$ cat src/rtl/oddcp_pkg.sv
// Package for the ordered dither dot column packer: field widths, register
// indexes and the structs passed between the sequencer and the dot unit.
// No dependencies.
`timescale 1ns / 1ps

package oddcp_pkg;

  // fixed field widths
  localparam int ROW_W      = 16;
  localparam int LEVEL_W    = 8;
  localparam int REP_W      = 7;
  localparam int ADDR_W     = 16;
  localparam int MASK_W     = 8;
  localparam int THR_W      = 4;
  localparam int START_W    = 12;
  localparam int CFG_IDX_W  = 3;
  localparam int CFG_DATA_W = 64;

  // dither matrix is square, fixed at four by four
  localparam int MATRIX_SIZE = 4;

  // defaults for the top level parameters
  localparam int MAX_REPEAT_DEF  = 64;
  localparam int COLUMN_BITS_DEF = 12;

  // configuration register indexes
  typedef enum logic [CFG_IDX_W-1:0] {
    REG_SHADE_MODE   = 3'd0,
    REG_THRESHOLD    = 3'd1,
    REG_DITHER_LOW   = 3'd2,
    REG_DITHER_HIGH  = 3'd3,
    REG_START_COLUMN = 3'd4,
    REG_PLANE0_OFS   = 3'd5,
    REG_PLANE1_OFS   = 3'd6,
    REG_PLANE2_OFS   = 3'd7
  } cfg_reg_e;

  // configuration register file
  typedef struct packed {
    logic                  shade_mode;
    logic [THR_W-1:0]      threshold;
    logic [CFG_DATA_W-1:0] dither_high;
    logic [CFG_DATA_W-1:0] dither_low;
    logic [START_W-1:0]    start_column;
    logic [ADDR_W-1:0]     plane0_offset;
    logic [ADDR_W-1:0]     plane1_offset;
    logic [ADDR_W-1:0]     plane2_offset;
  } cfg_t;

  // source pixel as held while its dots are issued
  typedef struct packed {
    logic [ROW_W-1:0]   row;
    logic [LEVEL_W-1:0] yellow_level;
    logic [LEVEL_W-1:0] magenta_level;
    logic [LEVEL_W-1:0] cyan_level;
    logic [LEVEL_W-1:0] black_level;
  } pixel_t;

  // one dot write without the last flag
  typedef struct packed {
    logic [ADDR_W-1:0] plane0_address;
    logic [ADDR_W-1:0] plane1_address;
    logic [ADDR_W-1:0] plane2_address;
    logic [MASK_W-1:0] bit_mask;
    logic              dot0;
    logic              dot1;
    logic              dot2;
  } dot_t;

endpackage

$ cat src/rtl/oddcp_if.sv
// Valid/ready channel interfaces for the packer: source pixel requests,
// dot write requests and configuration writes.
// Depends on oddcp_pkg.
`timescale 1ns / 1ps

interface oddcp_pix_if;
  logic                        valid;
  logic                        ready;
  logic [oddcp_pkg::ROW_W-1:0]   row;
  logic                        row_start;
  logic [oddcp_pkg::LEVEL_W-1:0] yellow_level;
  logic [oddcp_pkg::LEVEL_W-1:0] magenta_level;
  logic [oddcp_pkg::LEVEL_W-1:0] cyan_level;
  logic [oddcp_pkg::LEVEL_W-1:0] black_level;
  logic [oddcp_pkg::REP_W-1:0]   repeat_req;

  modport source (output valid, row, row_start, yellow_level, magenta_level,
                  cyan_level, black_level, repeat_req, input ready);
  modport sink   (input valid, row, row_start, yellow_level, magenta_level,
                  cyan_level, black_level, repeat_req, output ready);
endinterface

interface oddcp_dot_if;
  logic                       valid;
  logic                       ready;
  logic [oddcp_pkg::ADDR_W-1:0] plane0_address;
  logic [oddcp_pkg::ADDR_W-1:0] plane1_address;
  logic [oddcp_pkg::ADDR_W-1:0] plane2_address;
  logic [oddcp_pkg::MASK_W-1:0] bit_mask;
  logic                       dot0;
  logic                       dot1;
  logic                       dot2;
  logic                       last;

  modport source (output valid, plane0_address, plane1_address, plane2_address,
                  bit_mask, dot0, dot1, dot2, last, input ready);
  modport sink   (input valid, plane0_address, plane1_address, plane2_address,
                  bit_mask, dot0, dot1, dot2, last, output ready);
endinterface

interface oddcp_cfg_if;
  logic                           valid;
  logic                           ready;
  logic [oddcp_pkg::CFG_IDX_W-1:0]  index;
  logic [oddcp_pkg::CFG_DATA_W-1:0] data;

  modport source (output valid, index, data, input ready);
  modport sink   (input valid, index, data, output ready);
endinterface

$ cat src/rtl/oddcp_dot_unit.sv
// Shared dot unit: dither lookup, level compares, plane addresses and bit
// mask for one printer column. Used once per cycle by the sequencer while it is not stalled.
// Depends on oddcp_pkg.
`timescale 1ns / 1ps

module oddcp_dot_unit #(
  parameter int COLUMN_BITS = oddcp_pkg::COLUMN_BITS_DEF
) (
  input  oddcp_pkg::cfg_t         cfg,
  input  oddcp_pkg::pixel_t       pixel,
  input  logic [COLUMN_BITS-1:0]  printer_column,
  input  logic [COLUMN_BITS-1:0]  mono_column,
  output oddcp_pkg::dot_t         dot
);

  localparam int MatBits = $clog2(oddcp_pkg::MATRIX_SIZE);
  localparam int IdxBits = 2 * MatBits;
  localparam int AW      = oddcp_pkg::ADDR_W;
  localparam int LW      = oddcp_pkg::LEVEL_W;

  logic [IdxBits-1:0]        dither_idx;
  logic [2*oddcp_pkg::CFG_DATA_W-1:0] dither_all;
  logic [LW-1:0]             dither_val;
  logic [LW-1:0]             mono_level;
  logic [oddcp_pkg::ROW_W-4:0] row_byte;
  logic [4:0]                digit_sum;
  logic [2:0]                fold_sum;
  logic [1:0]                band;
  logic [COLUMN_BITS-1:0]    addr_col;
  logic [AW-1:0]             col_ext;
  logic [AW-1:0]             col_x3;
  logic [AW-1:0]             band_ofs;

  // dither entry from low bits of row and printer column
  assign dither_idx = {pixel.row[MatBits-1:0], printer_column[MatBits-1:0]};
  assign dither_all = {cfg.dither_high, cfg.dither_low};
  assign dither_val = dither_all[dither_idx*LW +: LW];

  // mono level: fixed threshold inverted, or dither value when threshold is zero
  assign mono_level = (cfg.threshold != '0) ?
                      LW'(cfg.threshold ^ {oddcp_pkg::THR_W{1'b1}}) : dither_val;

  // band = (row mod 24) / 8 = (row / 8) mod 3, from base-4 digit sums
  assign row_byte = pixel.row[oddcp_pkg::ROW_W-1:3];
  always_comb begin
    digit_sum = '0;
    for (int i = 0; i < (oddcp_pkg::ROW_W - 3 + 1) / 2; i++) begin
      if (2*i + 1 < oddcp_pkg::ROW_W - 3) begin
        digit_sum = digit_sum + 5'(row_byte[2*i +: 2]);
      end else begin
        digit_sum = digit_sum + 5'(row_byte[2*i]);
      end
    end
    fold_sum = 3'(digit_sum[1:0]) + 3'(digit_sum[3:2]) + 3'(digit_sum[4]);
    priority if (fold_sum >= 3'd6) begin
      band = 2'(fold_sum - 3'd6);
    end else if (fold_sum >= 3'd3) begin
      band = 2'(fold_sum - 3'd3);
    end else begin
      band = fold_sum[1:0];
    end
  end

  // address column times three, wrapped to the address width
  assign addr_col = cfg.shade_mode ? printer_column : mono_column;
  assign col_ext  = AW'(addr_col);
  assign col_x3   = (col_ext << 1) + col_ext;
  assign band_ofs = col_x3 + AW'(band);

  // plane addresses, mask and dot decisions
  always_comb begin
    dot.bit_mask       = oddcp_pkg::MASK_W'(8'h80 >> pixel.row[2:0]);
    dot.plane0_address = cfg.plane0_offset + band_ofs;
    if (cfg.shade_mode) begin
      dot.plane1_address = cfg.plane1_offset + band_ofs;
      dot.plane2_address = cfg.plane2_offset + band_ofs;
      dot.dot0           = pixel.yellow_level  > dither_val;
      dot.dot1           = pixel.magenta_level > dither_val;
      dot.dot2           = pixel.cyan_level    > dither_val;
    end else begin
      dot.plane1_address = '0;
      dot.plane2_address = '0;
      dot.dot0           = pixel.black_level > mono_level;
      dot.dot1           = 1'b0;
      dot.dot2           = 1'b0;
    end
  end

endmodule

$ cat src/rtl/ordered_dither_dot_column_packer.sv
// Top level of the ordered dither dot column packer: configuration
// registers, column counters and the dot sequencer.
// Depends on oddcp_pkg, oddcp_if and oddcp_dot_unit.
`timescale 1ns / 1ps

// Each source pixel request is expanded into one dot write request per
// printer column it covers (repeat_req, zero taken as one, capped at
// MAX_REPEAT). A pixel is taken while the sequencer is idle and its dots then
// leave one per cycle from the output register while the sink keeps up; the
// input is not ready again until the final dot of the pixel is issued, and
// sink stalls hold the sequencer. The rate is set by the single shared dot
// unit, which works out one printer column per cycle. The next pixel is taken
// while the final dot still waits in the output register. Configuration writes
// are always accepted and must only be made while no pixel is in progress.
module ordered_dither_dot_column_packer #(
  parameter int MAX_REPEAT  = oddcp_pkg::MAX_REPEAT_DEF,
  parameter int COLUMN_BITS = oddcp_pkg::COLUMN_BITS_DEF
) (
  input  logic          clk,
  input  logic          rst,
  oddcp_pix_if.sink     pix,
  oddcp_dot_if.source   dot,
  oddcp_cfg_if.sink     cfg
);

  localparam int CntW = (MAX_REPEAT > 1) ? $clog2(MAX_REPEAT) : 1;
  localparam int RW   = oddcp_pkg::REP_W;

  typedef enum logic [1:0] {
    ST_IDLE = 2'b01,
    ST_RUN  = 2'b10
  } state_t;

  state_t                 state;
  state_t                 state_next;
  oddcp_pkg::cfg_t        cfg_regs;
  oddcp_pkg::pixel_t      pixel;
  oddcp_pkg::dot_t        unit_dot;
  oddcp_pkg::dot_t        out_dot;
  logic                   out_valid;
  logic                   out_last;
  logic [COLUMN_BITS-1:0] printer_column;
  logic [COLUMN_BITS-1:0] mono_column;
  logic [CntW-1:0]        count;
  logic [CntW-1:0]        rep_last;
  logic [RW-1:0]          rep_eff;
  logic                   pix_take;
  logic                   issue;
  logic                   issue_last;

  // configuration registers
  assign cfg.ready = 1'b1;
  always_ff @(posedge clk) begin
    if (rst) begin
      cfg_regs <= '0;
    end else if (cfg.valid) begin
      unique case (oddcp_pkg::cfg_reg_e'(cfg.index))
        oddcp_pkg::REG_SHADE_MODE:   cfg_regs.shade_mode    <= cfg.data[0];
        oddcp_pkg::REG_THRESHOLD:    cfg_regs.threshold     <= cfg.data[oddcp_pkg::THR_W-1:0];
        oddcp_pkg::REG_DITHER_LOW:   cfg_regs.dither_low    <= cfg.data;
        oddcp_pkg::REG_DITHER_HIGH:  cfg_regs.dither_high   <= cfg.data;
        oddcp_pkg::REG_START_COLUMN: cfg_regs.start_column  <= cfg.data[oddcp_pkg::START_W-1:0];
        oddcp_pkg::REG_PLANE0_OFS:   cfg_regs.plane0_offset <= cfg.data[oddcp_pkg::ADDR_W-1:0];
        oddcp_pkg::REG_PLANE1_OFS:   cfg_regs.plane1_offset <= cfg.data[oddcp_pkg::ADDR_W-1:0];
        oddcp_pkg::REG_PLANE2_OFS:   cfg_regs.plane2_offset <= cfg.data[oddcp_pkg::ADDR_W-1:0];
      endcase
    end
  end

  // handshake and sequencing controls
  assign pix.ready  = (state == ST_IDLE);
  assign pix_take   = pix.valid && pix.ready;
  assign issue      = (state == ST_RUN) && (!out_valid || dot.ready);
  assign issue_last = (count == rep_last);

  // effective repeat: zero as one, saturated at the maximum
  always_comb begin
    priority if (pix.repeat_req == '0) begin
      rep_eff = RW'(1);
    end else if (pix.repeat_req > RW'(MAX_REPEAT)) begin
      rep_eff = RW'(MAX_REPEAT);
    end else begin
      rep_eff = pix.repeat_req;
    end
  end

  // sequencer state
  always_comb begin
    state_next = state;
    unique case (state)
      ST_IDLE: begin
        if (pix_take) state_next = ST_RUN;
      end
      ST_RUN: begin
        if (issue && issue_last) state_next = ST_IDLE;
      end
      default: state_next = ST_IDLE;
    endcase
  end

  always_ff @(posedge clk) begin
    if (rst) begin
      state <= ST_IDLE;
    end else begin
      state <= state_next;
    end
  end

  // pixel hold and column repeat counter
  always_ff @(posedge clk) begin
    if (pix_take) begin
      pixel.row           <= pix.row;
      pixel.yellow_level  <= pix.yellow_level;
      pixel.magenta_level <= pix.magenta_level;
      pixel.cyan_level    <= pix.cyan_level;
      pixel.black_level   <= pix.black_level;
      rep_last            <= CntW'(rep_eff - RW'(1));
    end
  end

  always_ff @(posedge clk) begin
    if (rst) begin
      count <= '0;
    end else if (pix_take) begin
      count <= '0;
    end else if (issue) begin
      count <= count + CntW'(1);
    end
  end

  // column counters: reload on row start, advance per dot issued
  always_ff @(posedge clk) begin
    if (rst) begin
      printer_column <= '0;
      mono_column    <= '0;
    end else if (pix_take && pix.row_start) begin
      printer_column <= COLUMN_BITS'(cfg_regs.start_column);
      mono_column    <= '0;
    end else if (issue) begin
      printer_column <= printer_column + COLUMN_BITS'(1);
      mono_column    <= mono_column + COLUMN_BITS'(1);
    end
  end

  // shared dot unit
  oddcp_dot_unit #(
    .COLUMN_BITS (COLUMN_BITS)
  ) u_dot (
    .cfg            (cfg_regs),
    .pixel          (pixel),
    .printer_column (printer_column),
    .mono_column    (mono_column),
    .dot            (unit_dot)
  );

  // output register
  always_ff @(posedge clk) begin
    if (rst) begin
      out_valid <= 1'b0;
    end else if (issue) begin
      out_valid <= 1'b1;
    end else if (dot.ready) begin
      out_valid <= 1'b0;
    end
  end

  always_ff @(posedge clk) begin
    if (issue) begin
      out_dot  <= unit_dot;
      out_last <= issue_last;
    end
  end

  assign dot.valid          = out_valid;
  assign dot.plane0_address = out_dot.plane0_address;
  assign dot.plane1_address = out_dot.plane1_address;
  assign dot.plane2_address = out_dot.plane2_address;
  assign dot.bit_mask       = out_dot.bit_mask;
  assign dot.dot0           = out_dot.dot0;
  assign dot.dot1           = out_dot.dot1;
  assign dot.dot2           = out_dot.dot2;
  assign dot.last           = out_last;

`ifndef NO_ASSERTIONS
  // a new dot request only appears while a pixel is being worked
  a_rose_in_run: assert property (@(posedge clk) disable iff (rst)
    $rose(dot.valid) |-> $past(state == ST_RUN))
    else $error("dot request raised outside a pixel");

  // the final dot of a pixel returns the sequencer to idle
  a_last_idle: assert property (@(posedge clk) disable iff (rst)
    (issue && issue_last) |=> (state == ST_IDLE) && dot.valid && dot.last)
    else $error("final dot did not close the pixel");

  // every issued dot advances the printer column by one
  a_col_step: assert property (@(posedge clk) disable iff (rst)
    issue |=> printer_column == COLUMN_BITS'($past(printer_column) + COLUMN_BITS'(1)))
    else $error("printer column did not advance");

  // a row start reloads both column counters
  a_row_start: assert property (@(posedge clk) disable iff (rst)
    (pix_take && pix.row_start) |=>
      (printer_column == COLUMN_BITS'($past(cfg_regs.start_column))) &&
      (mono_column == '0))
    else $error("row start did not reload the columns");
`endif

endmodule

$ cat src/flat_wrapper.sv
// flat-port wrapper written by rule: the top's interface ports become plain ports
module ordered_dither_dot_column_packer_flat 
#(
  parameter int MAX_REPEAT  = oddcp_pkg::MAX_REPEAT_DEF,
  parameter int COLUMN_BITS = oddcp_pkg::COLUMN_BITS_DEF
)
  (clk, rst, pix_valid, pix_row, pix_row_start, pix_yellow_level, pix_magenta_level, pix_cyan_level, pix_black_level, pix_repeat_req, pix_ready, dot_valid, dot_plane0_address, dot_plane1_address, dot_plane2_address, dot_bit_mask, dot_dot0, dot_dot1, dot_dot2, dot_last, dot_ready, cfg_valid, cfg_index, cfg_data, cfg_ready);
  oddcp_pix_if pix_i ();
  oddcp_dot_if dot_i ();
  oddcp_cfg_if cfg_i ();
  input  logic clk;
  input  logic rst;
  input wire logic [$bits(pix_i.valid)-1:0] pix_valid;
  input wire logic [$bits(pix_i.row)-1:0] pix_row;
  input wire logic [$bits(pix_i.row_start)-1:0] pix_row_start;
  input wire logic [$bits(pix_i.yellow_level)-1:0] pix_yellow_level;
  input wire logic [$bits(pix_i.magenta_level)-1:0] pix_magenta_level;
  input wire logic [$bits(pix_i.cyan_level)-1:0] pix_cyan_level;
  input wire logic [$bits(pix_i.black_level)-1:0] pix_black_level;
  input wire logic [$bits(pix_i.repeat_req)-1:0] pix_repeat_req;
  output wire logic [$bits(pix_i.ready)-1:0] pix_ready;
  output wire logic [$bits(dot_i.valid)-1:0] dot_valid;
  output wire logic [$bits(dot_i.plane0_address)-1:0] dot_plane0_address;
  output wire logic [$bits(dot_i.plane1_address)-1:0] dot_plane1_address;
  output wire logic [$bits(dot_i.plane2_address)-1:0] dot_plane2_address;
  output wire logic [$bits(dot_i.bit_mask)-1:0] dot_bit_mask;
  output wire logic [$bits(dot_i.dot0)-1:0] dot_dot0;
  output wire logic [$bits(dot_i.dot1)-1:0] dot_dot1;
  output wire logic [$bits(dot_i.dot2)-1:0] dot_dot2;
  output wire logic [$bits(dot_i.last)-1:0] dot_last;
  input wire logic [$bits(dot_i.ready)-1:0] dot_ready;
  input wire logic [$bits(cfg_i.valid)-1:0] cfg_valid;
  input wire logic [$bits(cfg_i.index)-1:0] cfg_index;
  input wire logic [$bits(cfg_i.data)-1:0] cfg_data;
  output wire logic [$bits(cfg_i.ready)-1:0] cfg_ready;
  assign pix_i.valid = pix_valid;
  assign pix_i.row = pix_row;
  assign pix_i.row_start = pix_row_start;
  assign pix_i.yellow_level = pix_yellow_level;
  assign pix_i.magenta_level = pix_magenta_level;
  assign pix_i.cyan_level = pix_cyan_level;
  assign pix_i.black_level = pix_black_level;
  assign pix_i.repeat_req = pix_repeat_req;
  assign pix_ready = pix_i.ready;
  assign dot_valid = dot_i.valid;
  assign dot_plane0_address = dot_i.plane0_address;
  assign dot_plane1_address = dot_i.plane1_address;
  assign dot_plane2_address = dot_i.plane2_address;
  assign dot_bit_mask = dot_i.bit_mask;
  assign dot_dot0 = dot_i.dot0;
  assign dot_dot1 = dot_i.dot1;
  assign dot_dot2 = dot_i.dot2;
  assign dot_last = dot_i.last;
  assign dot_i.ready = dot_ready;
  assign cfg_i.valid = cfg_valid;
  assign cfg_i.index = cfg_index;
  assign cfg_i.data = cfg_data;
  assign cfg_ready = cfg_i.ready;
  ordered_dither_dot_column_packer #(.MAX_REPEAT(MAX_REPEAT), .COLUMN_BITS(COLUMN_BITS)) u_core (.clk(clk), .rst(rst), .pix(pix_i), .dot(dot_i), .cfg(cfg_i));
endmodule
$ cat config.mk
export PLATFORM = sky130hd
export DESIGN_NAME = ordered_dither_dot_column_packer_flat
export DESIGN_NICKNAME = d
export VERILOG_FILES = /design/src/rtl/oddcp_pkg.sv /design/src/rtl/oddcp_if.sv /design/src/rtl/oddcp_dot_unit.sv /design/src/rtl/ordered_dither_dot_column_packer.sv /design/src/flat_wrapper.sv
export SDC_FILE = /design/constraint.sdc
export NUM_CORES = 1
export LEC_CHECK = 0
export BUFFER_PORTS_ARGS = -buffer_cell sky130_fd_sc_hd__buf_2
export CORE_UTILIZATION = 50
export DETAILED_ROUTE_END_ITERATION = 10
export PLACE_DENSITY = 0.69
export SYNTH_ARGS = -nofsm -noshare
export SYNTH_HDL_FRONTEND = slang
export SYNTH_SLANG_ARGS = --single-unit
export TNS_END_PERCENT = 100
$ cat constraint.sdc
create_clock -name clk -period 9.5 [get_ports clk]
set_clock_uncertainty 0.05 [all_clocks]
set_input_delay 1.9 -clock clk [delete_from_list [all_inputs] [get_ports clk]]
set_output_delay 1.9 -clock clk [all_outputs]
set_load 0.02 [all_outputs]
==> results.tsv <==
stage	metric	value	unit
outcome	outcome	finished clean	
clock_tree	Root Buffer Master	clkbuf_16	
drt	WL met2	20460	microns
floorplanning	Starting Density	50.67	%
drt	total routed wirelength	43510	microns
critical_path	crit path max-delay cell type	fa_1	
drt	initial DRC count	981	
critical_path	CP endpoint kind	flop	
sta	final setup vio count	0	
sta	max-slew violation total from the final report	0	
floorplanning	# IOs	191	
drt	wire per inst	18.06	microns
floorplanning	core region area	33450	sq um
clock_tree	setup bufs post-CTS	0	
logic_synthesis	ys async rst share	0	%
global_route	gr ovfl total	0	
global_route	antenna violations before repair	5	
power_and_ir_drop	Leak	0.007526	uW
final_layout	utilization after layout	58.15	%
final_layout	commonest non-fill, non-tap cell in the layout	nand2_1	
power_and_ir_drop	VDD IR max	0.0001700	V
logic_synthesis	Post-synth EDFFs	114	
drt	Via Count	13530	
logic_synthesis	synthesized area per cell	9.553	sq um
final_layout	Layout Cells excl Fill	2409	
drt	DR vias/cell	5.614	
global_route	vias in the first global route	12630	
logic_synthesis	FF+latch count, synth	340	
clock_tree	CTS tree	done	
logic_synthesis	sequential area share after synthesis	46.90	%
final_layout	Layout fillers	2942	
power_and_ir_drop	total power	3831	uW
critical_path	Data required, critical path	9.72	ns
final_layout	register area	7949	sq um
sta	min Tclk post-route	8.641	ns
sta	Peak Freq	0.1157	GHz
worst_hold_path	min-delay worst type	reg -> reg	
drt	Metal-1 WL	18890	microns
power_and_ir_drop	PwrDens	197.0	nW/um^2
final_layout	commonest non-fill, non-tap cells in the layout	nand2_1, a21oi_1, dfxtp_1, buf_2, edfxtp_1	
final_layout	fraction of layout instances using a drive strength above 1	16.08	%
sta	max_slew headroom	21.53	%
drt	top layer in use	met5	
logic_synthesis	synth warn	0	
drt	Detailed Routing Iterations Pass 1	7	
logic_synthesis	Post-Synthesis Cells	1774	
clock_tree	# resized after CTS	0	
sta	setup TNS	0	ns
critical_path	most frequent CP cell	fa_1	
final_layout	Nets	2180	
place	PortBufs	189	
place	HPWL after DPL	30780	microns
clock_tree	clock slew at the register clock pins of the worst setup and hold paths	0.06	ns
clock_tree	Clock Sinks	340	
flow_run	max cap viols	0	
floorplanning	die width	186.1	microns
global_route	first-pass GRT wire length	67440	microns
sta	ratio of final minimum period to clock period	90.96	%
drt	met3 WL post-DR	3164	microns
place	placed cell areas	18210	sq um
logic_synthesis	post-synth net total	2025	
critical_path	Setup crit start kind	flop	
clock_tree	H-tree depth	2	
logic_synthesis	mapped cell area	16950	sq um
drt	DRT antenna net count	0	
sta	Slew @ Worst Pin	1.177	ns
critical_path	Slowest Stage Delay on Critical Path	0.55	ns
global_route	largest net degree at the start of global routing	110	
clock_tree	total CTS buffers	38	
clock_tree	deepest clock path buffer count	3	
critical_path	CP max FO	5	
logic_synthesis	dominant synthesized flop cell	dfxtp_1	
final_layout	post-route cell area	19450	sq um
logic_synthesis	Distinct cells, synth	67	
place	placed insts	2337	
final_layout	area of the multi-input gates	8476	sq um
sta	final hold viol count	0	
clock_tree	# hold bufs at CTS	0	
global_route	Total GRT Usage	25.20	%
sta	unrepaired setup endpoints after global routing	false	
floorplanning	row count	67	
drt	number of remaining DRC errors	0	
place	routability cong.	0.9048	
floorplanning	die area	34640	sq um
critical_path	Worst Path Arrival	8.86	ns
final_layout	Area Overhead vs Synth	14.77	%
floorplanning	height of the die	186.1	microns
critical_path	critical path class	reg -> reg	
clock_tree	Clock Latency Late Sink	0.53	ns
## cells in the mapped netlist (3+ instances only)
cell / count / share of area [%]
nand2_1: 432 / 9.6
a21oi_1: 251 / 7.4
dfxtp_1: 226 / 27
edfxtp_1: 114 / 20
ha_1: 108 / 8.0
nor2_1: 100 / 2.2
clkbuf_1: 74 / 1.6
inv_1: 47 / 1.0
o21ai_0: 41 / 1.2
xor2_1: 39 / 2.0
a21o_1: 30 / 1.3
xnor2_1: 30 / 1.6
mux4_2: 27 / 3.6
nand2b_1: 21 / 0.78
nand4_1: 20 / 0.74
fa_1: 15 / 1.8
nand3_1: 15 / 0.44
nor3_1: 15 / 0.44
a211oi_1: 14 / 0.62
mux4_1: 13 / 2.0
mux2i_1: 12 / 0.71
nor2b_1: 12 / 0.44
mux2_2: 10 / 0.66
and3_1: 8 / 0.30
and2_1: 7 / 0.26
o21bai_1: 7 / 0.31
o21a_1: 6 / 0.27
a31oi_1: 5 / 0.18
or3_1: 5 / 0.18
a221oi_1: 4 / 0.21
buf_1: 4 / 0.089
nor3b_1: 4 / 0.18
o31ai_1: 4 / 0.18
or2_2: 4 / 0.15
and3b_1: 3 / 0.16
buf_4: 3 / 0.13
o211a_1: 3 / 0.18
o31a_1: 3 / 0.16
## flip-flops by register name, summed over array words and instances, names as in the netlist, 2 cells and up
name	count
u_core.pixel	48
u_core.printer_column	12
u_core.dot.plane2_address	16
u_core.cfg_regs	193
u_core.count	6
u_core.dot.plane1_address	16
u_core.state	2
u_core.dot.plane0_address	16
u_core.mono_column	12
u_core.rep_last	6
u_core.dot.bit_mask	8
## final cells by class
class / instances / area share [%]
multi-input combinational: 1300 / 43.58
sequential: 340 / 40.87
clock buffer: 56 / 5.873
timing repair buffer: 201 / 5.359
tap: 448 / 2.882
inverter: 48 / 0.9328
clock inverter: 14 / 0.4825
antenna: 2 / 0.02573
## cells by family (layout without fill, tap and decap cells)
| family | after synthesis | in the layout | synth area share [%] |
|---|---|---|---|
| AND/OR/NAND/NOR | 655 | 655 | 16.30 |
| multiplexers | 62 | 62 | 6.977 |
| XOR/XNOR | 69 | 69 | 3.566 |
| flip-flops | 340 | 340 | 46.90 |
| AO/OA/AOI/OAI | 390 | 390 | 13.26 |
| adder cells (fa/ha/maj) | 123 | 123 | 9.745 |
| buffers and inverters | 134 | 319 | 3.234 |
| other | 1 | 3 | 0.02213 |
## stage by stage
step	hold WS [ns]	setup WS (ns)
after floorplan	0.3815	1.798
after CTS	0.4021	0.8896
after detailed placement	0.3945	0.9448
final	0.4003	0.8589
after global routing	0.4205	0.2320
after global placement	0.3876	1.124
## critical path: cells and delay by family (launching register included)
kind | cells | cell delay [ns]
AO/OA/AOI/OAI | 11 | 2.19
XOR/XNOR | 1 | 0.39
adder cells (fa/ha/maj) | 12 | 4.58
buffers and inverters | 5 | 0.35
flip-flops | 1 | 0.40
AND/OR/NAND/NOR | 4 | 0.42
## metal layers
layer	GRT usage, %	vias up
met4	7.049	8
met3	4.070	71
met2	41.87	510
met1	33.93	6419
met5	0	-
li1	-	6517
## path summary, 6_finish.rpt
check / startpoint / endpoint / slack, ns / cells after the start
setup reg to reg: u_core.pixel[35] / u_core.dot.plane1_address[12] / 0.86 / 33
setup / recovery: u_core.pixel[35] / u_core.dot.plane1_address[12] / 0.86 / 33
hold reg to reg: u_core.cfg_regs[76] / u_core.cfg_regs[76] / 0.40 / 2
hold / removal: u_core.cfg_regs[76] / u_core.cfg_regs[76] / 0.40 / 2
## power breakdown
| group | total, uW | switching (uW) | internal (uW) |
|---|---|---|---|
| Combinational | 812 | 521 | 291 |
| Clock | 1430 | 590 | 841 |
| Sequential | 1590 | 25.6 | 1560 |
| Total | 3830 | 1140 | 2690 |
No activity file was read; power rests on OpenSTA's default activity.
